### config.mk
export PLATFORM = sky130hd
export DESIGN_NAME = dmx_slot_capture_receiver_unit
export DESIGN_NICKNAME = d
export VERILOG_FILES = /design/src/dmxsc_pkg.sv /design/src/dmxsc_slot_track.sv /design/src/dmx_slot_capture_receiver_unit.sv
export SDC_FILE = /design/constraint.sdc
export NUM_CORES = 1
export LEC_CHECK = 0
export ABC_AREA = 1
export BUFFER_PORTS_ARGS = -buffer_cell sky130_fd_sc_hd__buf_4
export CAP_MARGIN = 20
export CORE_MARGIN = 4
export CORE_UTILIZATION = 40
export DETAILED_ROUTE_END_ITERATION = 6
export SLEW_MARGIN = 20
export SYNTH_ARGS = -nofsm -noshare
export SYNTH_HDL_FRONTEND = slang
export SYNTH_SLANG_ARGS = --single-unit
### constraint.sdc
create_clock -name aclk -period 3.8 [get_ports aclk]
set_input_delay 0 -clock aclk [delete_from_list [all_inputs] [get_ports aclk]]
set_output_delay 0 -clock aclk [all_outputs]
set_load 0.02 [all_outputs]
### src/dmxsc_pkg.sv
// ----------------------------------------------------------------------------
// dmxsc_pkg
// shared types and constants for the dmx slot capture receiver
// ----------------------------------------------------------------------------
package dmxsc_pkg;

    // capture limits
    localparam int MAX_CHANNELS = 4;
    localparam int CAP_LIMIT    = (MAX_CHANNELS < 7) ? MAX_CHANNELS : 7;

    // field widths
    localparam int BYTE_W  = 8;
    localparam int ADDR_W  = 9;
    localparam int COUNT_W = 3;
    localparam int POS_W   = 10;
    localparam int INDEX_W = 2;

    localparam logic [COUNT_W-1:0] LOAD_CAP = COUNT_W'(CAP_LIMIT);
    localparam logic [POS_W-1:0]   POS_MAX  = {POS_W{1'b1}};

    // configuration register indexes
    localparam logic REG_START_ADDRESS = 1'b0;
    localparam logic REG_CHANNEL_COUNT = 1'b1;

    // one captured slot
    typedef struct packed {
        logic               valid;
        logic [INDEX_W-1:0] channel_index;
        logic [BYTE_W-1:0]  channel_value;
        logic               frame_done;
    } slot_result_t;

endpackage

### src/dmxsc_slot_track.sv
// ----------------------------------------------------------------------------
// dmxsc_slot_track
// break / start code tracking, slot counting and capture window
// ----------------------------------------------------------------------------
module dmxsc_slot_track (
    input  logic                          aclk,
    input  logic                          aresetn,
    input  logic                          beat_accept,
    input  logic [dmxsc_pkg::BYTE_W-1:0]  rx_byte,
    input  logic                          framing_error,
    input  logic                          overrun,
    input  logic [dmxsc_pkg::ADDR_W-1:0]  start_address,
    input  logic [dmxsc_pkg::COUNT_W-1:0] channel_count,
    output dmxsc_pkg::slot_result_t       result
);

    logic                          awaiting_reg, awaiting_next;
    logic [dmxsc_pkg::BYTE_W-1:0]  start_code_reg, start_code_next;
    logic [dmxsc_pkg::POS_W-1:0]   pos_reg, pos_next;
    logic [dmxsc_pkg::COUNT_W-1:0] remain_reg, remain_next;
    logic [dmxsc_pkg::INDEX_W-1:0] offset_reg, offset_next;

    logic                          match;
    logic [dmxsc_pkg::COUNT_W-1:0] load_count;
    logic [dmxsc_pkg::COUNT_W-1:0] remain_eff;
    logic [dmxsc_pkg::INDEX_W-1:0] offset_eff;

    assign load_count = (channel_count > dmxsc_pkg::LOAD_CAP) ? dmxsc_pkg::LOAD_CAP
                                                              : channel_count;
    assign match = (start_address != '0) && (pos_reg == {1'b0, start_address});
    assign remain_eff = match ? load_count : remain_reg;
    assign offset_eff = match ? '0 : offset_reg;

    always_comb begin
        awaiting_next   = awaiting_reg;
        start_code_next = start_code_reg;
        pos_next        = pos_reg;
        remain_next     = remain_reg;
        offset_next     = offset_reg;
        result          = '0;
        if (beat_accept && !overrun) begin
            if (framing_error) begin
                awaiting_next = 1'b1;
            end else if (awaiting_reg) begin
                awaiting_next   = 1'b0;
                start_code_next = rx_byte;
                pos_next        = dmxsc_pkg::POS_W'(1);
            end else if (start_code_reg == '0) begin
                remain_next = remain_eff;
                offset_next = offset_eff;
                if (remain_eff != '0) begin
                    remain_next          = remain_eff - 1'b1;
                    offset_next          = offset_eff + 1'b1;
                    result.valid         = 1'b1;
                    result.channel_index = offset_eff;
                    result.channel_value = rx_byte;
                    result.frame_done    = (remain_eff == dmxsc_pkg::COUNT_W'(1));
                end
                if (pos_reg != dmxsc_pkg::POS_MAX) begin
                    pos_next = pos_reg + 1'b1;
                end
            end
        end
    end

    always_ff @(posedge aclk) begin
        if (!aresetn) begin
            awaiting_reg   <= 1'b1;
            start_code_reg <= '0;
            pos_reg        <= '0;
            remain_reg     <= '0;
            offset_reg     <= '0;
        end else begin
            awaiting_reg   <= awaiting_next;
            start_code_reg <= start_code_next;
            pos_reg        <= pos_next;
            remain_reg     <= remain_next;
            offset_reg     <= offset_next;
        end
    end

endmodule

### src/dmx_slot_capture_receiver_unit.sv
// ----------------------------------------------------------------------------
// dmx_slot_capture_receiver_unit
// captures a window of dmx512 slots from a stream of received uart characters
// ----------------------------------------------------------------------------
//  channel   dir  payload
//  s_*       in   tdata: rx_byte; tuser: framing_error, overrun
//  m_*       out  tdata: channel_index, channel_value; tlast: frame_done
//  cfg_*     in   cfg_addr 0 start_address, 1 channel_count
//
//  one character per cycle while s_tready is high; state updates in the cycle a beat is accepted
//  each captured slot is registered into the m_* output register (or the skid entry) from its input beat
//  a two-entry output (register plus skid) lets input flow while m_ stalls;
//  s_tready drops only when both entries hold results
//  aresetn is synchronous, active low; resets tracking state and config
// ----------------------------------------------------------------------------
module dmx_slot_capture_receiver_unit (
    input  logic        aclk,
    input  logic        aresetn,
    // input characters
    input  logic        s_tvalid,
    output logic        s_tready,
    input  logic [7:0]  s_tdata,   // [7:0] rx_byte
    input  logic [1:0]  s_tuser,   // [0] framing_error, [1] overrun
    // captured slots
    output logic        m_tvalid,
    input  logic        m_tready,
    output logic [15:0] m_tdata,   // [1:0] channel_index, [9:2] channel_value, rest zero
    output logic        m_tlast,   // frame_done
    // configuration writes
    input  logic        cfg_we,
    input  logic        cfg_addr,
    input  logic [8:0]  cfg_wdata
);

    // configuration registers
    logic [dmxsc_pkg::ADDR_W-1:0]  start_address_reg;
    logic [dmxsc_pkg::COUNT_W-1:0] channel_count_reg;

    // output register and skid entry
    dmxsc_pkg::slot_result_t out_reg, out_next;
    dmxsc_pkg::slot_result_t skid_reg, skid_next;

    dmxsc_pkg::slot_result_t result;
    logic                    s_accept;
    logic                    m_accept;

    // input is held back only when the skid entry is occupied
    assign s_tready = !skid_reg.valid;
    assign s_accept = s_tvalid && s_tready;
    assign m_accept = out_reg.valid && m_tready;

    always_ff @(posedge aclk) begin
        if (!aresetn) begin
            start_address_reg <= '0;
            channel_count_reg <= dmxsc_pkg::COUNT_W'(4);
        end else if (cfg_we) begin
            case (cfg_addr)
                dmxsc_pkg::REG_START_ADDRESS: start_address_reg <= cfg_wdata;
                dmxsc_pkg::REG_CHANNEL_COUNT:
                    channel_count_reg <= cfg_wdata[dmxsc_pkg::COUNT_W-1:0];
                default: ;
            endcase
        end
    end

    dmxsc_slot_track u_track (
        .aclk          (aclk),
        .aresetn       (aresetn),
        .beat_accept   (s_accept),
        .rx_byte       (s_tdata),
        .framing_error (s_tuser[0]),
        .overrun       (s_tuser[1]),
        .start_address (start_address_reg),
        .channel_count (channel_count_reg),
        .result        (result)
    );

    // output staging: new result goes to the output register when it frees,
    // otherwise parks in the skid entry
    always_comb begin
        out_next  = out_reg;
        skid_next = skid_reg;
        if (skid_reg.valid) begin
            if (m_accept) begin
                out_next       = skid_reg;
                skid_next.valid = 1'b0;
            end
        end else if (result.valid) begin
            if (!out_reg.valid || m_accept) begin
                out_next = result;
            end else begin
                skid_next = result;
            end
        end else if (m_accept) begin
            out_next.valid = 1'b0;
        end
    end

    always_ff @(posedge aclk) begin
        if (!aresetn) begin
            out_reg.valid  <= 1'b0;
            skid_reg.valid <= 1'b0;
        end else begin
            out_reg.valid  <= out_next.valid;
            skid_reg.valid <= skid_next.valid;
        end
        out_reg.channel_index  <= out_next.channel_index;
        out_reg.channel_value  <= out_next.channel_value;
        out_reg.frame_done     <= out_next.frame_done;
        skid_reg.channel_index <= skid_next.channel_index;
        skid_reg.channel_value <= skid_next.channel_value;
        skid_reg.frame_done    <= skid_next.frame_done;
    end

    assign m_tvalid = out_reg.valid;
    assign m_tdata  = {6'b0, out_reg.channel_value, out_reg.channel_index};
    assign m_tlast  = out_reg.frame_done;

`ifndef ASSERT_OFF
    // skid entry is only ever filled behind a full output register
    a_skid_behind_out: assert property (@(posedge aclk) disable iff (!aresetn)
        skid_reg.valid |-> out_reg.valid)
        else $error("skid entry valid with empty output register");

    // a result arriving while the output stalls must land in the skid entry
    a_stall_to_skid: assert property (@(posedge aclk) disable iff (!aresetn)
        (result.valid && out_reg.valid && !m_tready) |=> skid_reg.valid)
        else $error("result lost while output stalled");

    // draining the skid entry moves it forward and frees input
    a_skid_drain: assert property (@(posedge aclk) disable iff (!aresetn)
        (skid_reg.valid && m_tready) |=> (out_reg.valid && !skid_reg.valid))
        else $error("skid entry not drained into output register");

    // no result without an accepted input beat
    a_result_needs_beat: assert property (@(posedge aclk) disable iff (!aresetn)
        result.valid |-> s_accept)
        else $error("result produced without an accepted beat");
`endif

endmodule
Word level (Yosys, flattened, before mapping)
Index checks and enable logic that the tools add are counted.
Widths: inputs -> output; s select.
- output and inout bits: 19
- word-level logic and storage cells: 77
- latch bits: 0
- flip-flop bits (word level): 60
- RAM bits: 0
- memories: 0
- memory bits (read-only): 0
- equal/unequal tests: 5
- bitwise logic cells: 5
- divide/modulo/power cells: 0
- reduce and logical (&&, ||, !) cells: 24
- mux-type cells: 24
- order comparisons: 1
- multiply operators: 0
- shift operators: 0
- add/subtract/negate cells: 3
- operator list (kind ; count):
    $mux 12 ; 10
    $mux 10 ; 3
    $reduce_and 3->1 ; 4
    $mux 11 ; 1
    $add 10x1->10 const B ; 1
    $eq 10x9->1 ; 1
    $ne 10x10->1 const B ; 1
    $reduce_bool 2->1 ; 5
    $mux 3 ; 3
    $reduce_bool 9->1 ; 1
    $logic_not 8->1 ; 1
    $reduce_and 4->1 ; 2
    $mux 1 ; 5
    $not 1->1 ; 5
    $logic_and 1x1->1 ; 4
    $mux 2 ; 2
    $reduce_and 2->1 ; 2
    $eq 3x1->1 const B ; 1
    $gt 3x3->1 const B ; 1
    $logic_not 1->1 ; 3
    $ne 3x2->1 const B ; 1
    $reduce_bool 3->1 ; 1
    $sub 3x1->3 const B ; 1
    $add 2x1->2 const B ; 1
    other kinds (2) ; 2

Longest topological paths before layout
Gate-level depths: netlist (run 1).
- depth in word-level cells: 12
- depth in mapped cells: 18
- gate-level depth less buffers: 18

By module
A second synthesis (run 1) with hierarchy kept.
- cells, all modules: 396
- area, all modules: 3001.6 µm²
- modules (own cells, without submodules) (module ; cells each ; times used ; area each (µm²)):
    dmxsc_slot_track ; 254 ; 1 ; 1540.2
    dmx_slot_capture_receiver_unit ; 142 ; 1 ; 1461.4

Worst setup path after synthesis (run 1)
No wires, ideal clock.
- path kind: register to register
- start point: register u_track.pos_reg[3] (netlist name)
- end point: register out_reg, in the netlist m_tdata[0], enable pin
- buffers on the path: 0
- required time: 3422 ps
- setup slack: 1106 ps
- cell stages (with the launch flop): 15
- arrival: 2315 ps
- library setup time: 378 ps
- path through: dfxtp_1 > inv_1 > nand2_1 > nand2_1 > nor2_1 > nand2_1 > nor2_2 > nand2_2 > nand2_1 > nand2_1 > ha_1 > ha_1 > nor2_4 > a21oi_1 > nor2_1
- word-level cells in the longest chain between the ends: 11
- RTL lines (what ; line ; RTL):
    from (decl) ; dmxsc_slot_track.sv:19 ; logic [dmxsc_pkg::POS_W-1:0] pos_reg, pos_next;
    from (signal assigned) ; dmxsc_slot_track.sv:76 ; pos_reg <= pos_next;
    $eq 10x9->1 ; dmxsc_slot_track.sv:30 ; assign match = (start_address != '0) && (pos_reg == {1'b0, start_address});
    $logic_and 1x1->1 ; dmxsc_slot_track.sv:30 ;
    $mux 3 ; dmxsc_slot_track.sv:31 ; assign remain_eff = match ? load_count : remain_reg;
    $reduce_bool 3->1 ; dmxsc_slot_track.sv:51 ; if (remain_eff != '0) begin
    $mux 12 ; dmxsc_slot_track.sv:51 ;
    $mux 12 ; dmxsc_slot_track.sv:48 ; end else if (start_code_reg == '0) begin
    $mux 12 ; dmxsc_slot_track.sv:44 ; end else if (awaiting_reg) begin
    $mux 12 ; dmxsc_slot_track.sv:42 ; if (framing_error) begin
    $mux 12 ; dmxsc_slot_track.sv:41 ; if (beat_accept && !overrun) begin
    $reduce_bool 2->1 (no line) ; n/a ;
    $reduce_and 3->1 (no line) ; n/a ;
    to (decl) ; dmx_slot_capture_receiver_unit.sv:40 ; dmxsc_pkg::slot_result_t out_reg, out_next;
Every way passes these cells.
A chain may end at the register's enable or synchronous reset.

Worst setup path in the final report (run 1)
- start point: register u_track.pos_reg[5] (netlist name)
- end point: register skid_reg[0] (netlist name), enable pin
- word-level cells in the longest chain between the ends: 10
- RTL lines (what ; line ; RTL):
    $eq 10x9->1 ; dmxsc_slot_track.sv:30 ;
    $logic_and 1x1->1 ; dmxsc_slot_track.sv:30 ;
    $mux 3 ; dmxsc_slot_track.sv:31 ;
    $reduce_bool 3->1 ; dmxsc_slot_track.sv:51 ;
    $mux 12 ; dmxsc_slot_track.sv:51 ;
    $mux 12 ; dmxsc_slot_track.sv:48 ;
    $mux 12 ; dmxsc_slot_track.sv:44 ;
    $mux 12 ; dmxsc_slot_track.sv:42 ;
    $mux 12 ; dmxsc_slot_track.sv:41 ;
    $reduce_and 3->1 (no line) ; n/a ;
    to (decl) ; dmx_slot_capture_receiver_unit.sv:41 ; dmxsc_pkg::slot_result_t skid_reg, skid_next;
Every way passes these cells.

==> impl_metrics.json, run 1 <==
{
  "synth-adder-area-share_pct": 2.56,
  "worstPathMaxFanout": 11,
  "hp-class": "in2reg",
  "synth.largest_area_cell": "dfxtp_1",
  "cap_violations": 0,
  "synthTopCellsByArea": "dfxtp_1 (26%), edfxtp_1 (22%), nand2_1 (9.7%), inv_1 (7.4%), a21oi_1 (6.0%)",
  "rr_endpoint": "skid_reg[0]",
  "synth-compound-area-share_pct": 12.5,
  "grt_max_degree": 28,
  "r2r_cells": 14,
  "drt_iter0_markers": 106,
  "period_share_pct": 73.8,
  "finalMaxSlewViolations": 0,
  "cts_buffers": 9,
  "synth_top_family_by_area": "simple AND/OR/NAND/NOR gates",
  "core_area_um2": 6940,
  "netlist_area_um2": 2940,
  "tns_ps": 0,
  "hold_violations": 0,
  "grt_overflow": 0,
  "ys_ff_latch": 60,
  "drive_above_1_share_pct": 15.6,
  "final_cell_area_um2": 3650,
  "timing.rr.start": "u_track.pos_reg[5]",
  "viasPerCell": 4.72,
  "clock_path_buffers": 2,
  "synth_cell_type_count": 33,
  "drc": 0,
  "gp_congestion": 0.950,
  "synth.avg_cell_area_um2": 7.79,
  "setup_viol": 0,
  "cts_tree": "built",
  "drt.antenna.violating_nets": 0,
  "track_usage_pct": 16.3,
  "initial_core_util_pct": 42.3,
  "fmax_mhz": 357,
  "die_h_um": 93.7,
  "diodes": 0,
  "nNetsFinal": 468,
  "synthFlopType": "dfxtp_1",
  "routedWlPerCell_um": 12.2,
  "layout_commonest_cell": "nand2_1",
  "crit_end": "skid_reg[0]",
  "period_needed_ps": 2800,
  "grt_pass1_vias": 2432,
  "total_power_uw": 1350,
  "antenna_found_initial": 0,
  "grt_setup_unrepaired": "false",
  "synth_mux_area_share_pct": 0,
  "cts_setup_buffers": 0,
  "clock_latency_ps": 340,
  "synth-simple-area-share_pct": 24.4,
  "wl_mm": 6.58,
  "skew_ps": 7.43,
  "die_area_um2": 8780,
  "cts_sinks": 60,
  "peakVddDrop_v": 0.000262,
  "port_buffers": 37,
  "clk_pin_slew_worst_paths_ps": 70,
  "startpoint": "u_track.pos_reg[5]",
  "h-tree-depth": 3,
  "dp_hpwl_mm": 4.80,
  "final_core_util_pct": 52.6,
  "largest_reg_flops": 12,
  "crit_arrival_ps": 2800,
  "synth-edff-count": 22,
  "hold_depth": 3,
  "first_pass_iters": 4,
  "worstPathRequired_ps": 3790,
  "critical_path_class": "reg2reg",
  "root_buffer": "clkbuf_8",
  "synth_top_area_share_pct": 25.9,
  "grt_pass1_wl_mm": 11.3,
  "fp-row-count": 30,
  "synthCells": 377,
  "yosysSeqAreaShare_pct": 48.4,
  "synthArstFlopShare_pct": 0,
  "relSlewSlack_pct": 65.7,
  "die_x_um": 93.7,
  "whs_ps": 14.8,
  "synth_warnings": 0,
  "tightest_slew_ps": 513,
  "cellPowerDensity_nw_per_um2": 370,
  "syn2layout_area_growth_pct": 24.4,
  "ff2ff_setup_slack_ps": 1000,
  "synth_xor_area_share_pct": 1.19,
  "critical_path.startpoint_type": "flip-flop",
  "via_count": 2539,
  "end_kind": "flip-flop",
  "placed_area_um2": 3280,
  "status": "finished, final reports clean",
  "leakagePower_uw": 0.00153,
  "layout_common_cells": "nand2_1 (76), inv_1 (58), buf_4 (39)",
  "io_pins": 44
}
-- final cells by class --
class	count	area, um^2
clock buffers	9	124
clock inverters	7	51.3
fillers	676	3290
inverters	61	229
multi-input cells	246	1210
flip-flops and latches	60	1420
well taps	96	120
repair buffers	59	493
-- timing repair --
item / CTS / global route
resized for setup: 0 / 0
endpoints found under the hold margin: 27 / 0
hold buffers: 20 / 0
-- per-stage QoR --
stage	setup slack, ps	std cells
2_1_floorplan	1110	382
5_1_grt	684	538
3_5_place_dp	973	502
4_1_cts	954	538
3_3_place_gp	1070	502
6_report	996	538
-- cells in the mapped netlist, types with 3 or more instances --
master,count
dfxtp_1,38
nand2_1,76
nor3_1,4
nor2_1,34
nand3_1,23
nor2_2,3
buf_2,3
o21ai_0,31
inv_1,58
clkbuf_1,5
xor2_1,4
nand4_1,9
buf_4,6
a21oi_1,35
ha_1,6
edfxtp_1,22
-- report_power, final --
| part | internal [uW] | total, uW | switching, uW | leakage (uW) |
|---|---|---|---|---|
| clock | 239 | 514 | 275 | 0.0000860 |
| combinational | 63.7 | 154 | 90.2 | 0.000967 |
| sequential | 676 | 685 | 9.53 | 0.000476 |
-- cells by family (layout without fill, tap and decap cells) --
group	after synthesis	count (layout)
AND/OR/NAND/NOR	159	159
buffers and inverters	76	136
AO/OA/AOI/OAI	71	71
flip-flops	60	60
adder cells (fa/ha/maj)	6	6
XOR/XNOR	4	4
other	1	6
-- critical path, stage by stage (launching register included) --
cell and delay (ps):
dfxtp_1 440, inv_2 80, nand2_1 100, nand2_1 60, nor2_1 80, nand2_1 70
nor2_2 150, nand2_2 130, nand2_1 110, nand2_1 90, ha_1 220, ha_1 260
nor2_4 220, nand2_1 90, inv_1 340
-- per-layer routing --
metal	global-route usage [%]	up-vias	share of wire (%)
met2	26.0	61	47
met4	4.93	0	1.7
met3	5.45	12	5.2
li1	-	1332	-
met1	21.0	1134	47
met5	0	-	0
-- how the worst min path moves through the flow --
stage / startpoint / end / slack, ps
after global routing: aresetn / u_track.remain_reg[0] / 20
final: cfg_we / channel_count_reg[0] / 10
after floorplan: cfg_wdata[2] / channel_count_reg[2] / 150
after global placement: cfg_wdata[2] / channel_count_reg[2] / 260
after detailed placement: cfg_wdata[2] / channel_count_reg[2] / 260
after CTS: cfg_we / channel_count_reg[1] / 4
(Power assumes the default switching activity.)
==> run 2, diff against run 1 <==
Settings changed: ABC_AREA 1 to 0.
Clock period 3.8 ns to 2.4 ns, I/O delays scaled along.
==> run 2 against run 1 <==
Compared with the run above:
- the run now ends with negative setup slack left
- non-clock buffer count is 30 higher
- count of clock-buffer cells in the layout is 1 higher
- die area is 0.97% higher
- fmax is 11% higher
- cell count is 8.6% lower
- design area is 11% higher
- utilization is 3.5 points higher
- hold slack worse by 1.3 ps
- critical endpoint is now m_tdata[0]
- highest routed layer unchanged
==> impl_metrics.json, run 2 <==
{
  "status": "complete, but fails checks",
  "failed_checks": "negative setup slack",
  "path_common_cell": "ha_4",
  "yosysMostFrequentCell": "nand2_1",
  "io_pins": 44,
  "largest_reg_flops": 12,
  "cts_buffers": 9,
  "final_core_util_pct": 56.1,
  "grt_setup_unrepaired": "true",
  "cellPowerDensity_nw_per_um2": 549,
  "initial_core_util_pct": 41.1,
  "hold_violations": 0,
  "peakVddDrop_v": 0.000366,
  "synth_common_cells": "nand2_1 (47), dfxtp_1 (38), a21boi_0 (24), edfxtp_1 (22), nand3_1 (20)",
  "die_x_um": 94.1,
  "critical_path_class": "reg2reg",
  "skew_ps": 8.32,
  "routedWlPerCell_um": 12.8,
  "viasPerCell": 4.88,
  "synthArstFlopShare_pct": 0,
  "worstPathMaxFanout": 10,
  "setup_viol": 24,
  "fmax_mhz": 397,
  "synth-edff-count": 22,
  "fp-row-count": 31,
  "synth_warnings": 0,
  "final_cell_count_no_fill": 492,
  "cap_violations": 0,
  "gp_congestion": 0.776,
  "netlist_area_um2": 2970,
  "ys_ff_latch": 60,
  "clock_path_buffers": 2,
  "clock_latency_ps": 340,
  "synth.largest_area_cell": "dfxtp_1",
  "synthCells": 302,
  "yosysSeqAreaShare_pct": 47.9,
  "grt_overflow": 0,
  "diodes": 0,
  "layout_common_cells": "buf_4 (64), nand2_1 (45), dfxtp_1 (33)",
  "drive_above_1_share_pct": 29.3,
  "tightest_slew_ps": 573,
  "h-tree-depth": 3,
  "first_pass_iters": 4,
  "synth.avg_cell_area_um2": 9.83,
  "worst_slack_ps": -119,
  "fill_cells": 665,
  "core_area_um2": 7210,
  "relSlewSlack_pct": 61.7,
  "leakagePower_uw": 0.00171,
  "clk_pin_slew_worst_paths_ps": 70,
  "critical_path.startpoint_type": "flip-flop",
  "cts_tree": "built",
  "drt.antenna.violating_nets": 0,
  "root_buffer": "clkbuf_8",
  "cpPeakStageDelay_ps": 360,
  "syn2layout_area_growth_pct": 36.5,
  "die_h_um": 94.1,
  "synth_cell_type_count": 48,
  "period_share_pct": 105,
  "port_buffers": 37,
  "layout_commonest_cell": "buf_4",
  "crit_chain": "xor2_2, nor4_4, nand4_4, mux2_4, inv_2, ha_4, ha_4, inv_8, ha_4, and2_4, a21o_1",
  "die_area_um2": 8860,
  "grt_pass1_vias": 2277,
  "track_usage_pct": 15.2,
  "cpMaxStageDelayCell": "nor4_4",
  "synthTopCellsByArea": "dfxtp_1 (26%), edfxtp_1 (22%), a21boi_0 (6.1%), nand2_1 (5.9%), nand3_1 (3.4%)",
  "drt_iter0_markers": 87,
  "drc": 0,
  "wl_mm": 6.30,
  "cp_top_family": "simple AND/OR/NAND/NOR gates",
  "finalMaxSlewViolations": 0,
  "period_needed_ps": 2520,
  "dpl_worst_slack_ps": -134,
  "via_count": 2402,
  "grt_max_degree": 34,
  "synthFlopType": "dfxtp_1",
  "grt_pass1_wl_mm": 10.5,
  "dp_hpwl_mm": 4.48,
  "hp-class": "in2reg",
  "worstPathRequired_ps": 2500,
  "antenna_found_initial": 0,
  "crit_arrival_ps": 2620,
  "synth_top_area_share_pct": 25.6,
  "nNetsFinal": 419,
  "cts_sinks": 60,
  "end_kind": "flip-flop",
  "place_inst": 450,
  "path_buf_inv": 2
}
==> run 2: cell type report <==
cell class	instances	area, um^2	share of cell area, %
multi-input combinational	217	1520	37.6
sequential	60	1430	35.2
timing repair buffer	89	743	18.4
clock buffer	10	128	3.15
tap	99	124	3.06
clock inverter	6	55.1	1.36
inverter	11	48.8	1.20
==> run 2: cells by family (layout without fill, tap and decap cells) <==
kind of cell / after synthesis / in the layout / synth area share (%)
DFF: 60 / 60 / 47.9
and+or+nand+nor: 123 / 124 / 23.6
xor gates and xnor gates: 10 / 10 / 2.95
adders and majority gates: 6 / 6 / 2.53
other: 1 / 6 / 0.126
muxes: 6 / 6 / 2.23
AOI/OAI and AO/OA: 65 / 65 / 15.4
buffers and inverters: 31 / 116 / 5.31
==> run 2: worst register-to-register path, cell delays in order (launching register included) <==
cell and delay (ps):
dfxtp_2 330, xor2_2 180, nor4_4 360, nand4_4 170, mux2_4 340, inv_2 70
ha_4 140, ha_4 190, inv_8 60, ha_4 140, and2_4 150, a21o_1 140
==> run 2: final timing paths <==
| kind | startpoint | endpoint | slack [ps] | cells after the start |
|---|---|---|---|---|
| setup / recovery | u_track.pos_reg[5] | m_tdata[0] | -120 | 11 |
| hold / removal | s_tvalid | u_track.awaiting_reg | 10 | 3 |
| setup reg to reg | u_track.pos_reg[5] | m_tdata[0] | -120 | 11 |
| hold reg to reg | channel_count_reg[1] | channel_count_reg[1] | 460 | 2 |
==> run 2: per-layer routing <==
| metal | vias to the layer above | routed length (um) | global-route usage [%] |
|---|---|---|---|
| li1 | 1237 | - | - |
| met3 | 8 | 282 | 4.81 |
| met5 | - | 0 | 0 |
| met2 | 46 | 2900 | 24.0 |
| met4 | 0 | 93 | 5.54 |
| met1 | 1111 | 3020 | 19.5 |
==> run 2: repair_timing <==
action                     4_1_cts  5_1_grt
pin swaps                        4        8
gates cloned                     1        0
setup endpoints to repair       34       41
hold endpoints to repair        21        0
resized for setup                9       11
buffers inserted                 1        2
hold buffers                    22        0
==> run 2: per-stage QoR <==
step	instance area (um^2)	TNS (ps)	hold slack (ps)	total power (uW)
floorplan	3070	-2980	137	1260
global placement	3560	-1610	264	1340
detailed placement	3560	-2500	272	1340
CTS	4000	-1540	9.19	2240
global route	4050	-4970	40.0	2330
finish	4050	-1460	13.5	2230
==> run 2: report_power, final <==
| part | internal, uW | switching, uW | leakage [uW] |
|---|---|---|---|
| Combinational | 146 | 139 | 0.00113 |
| Sequential | 1060 | 15.6 | 0.000481 |
| Clock | 469 | 392 | 0.0000911 |
| Total | 1680 | 546 | 0.00171 |
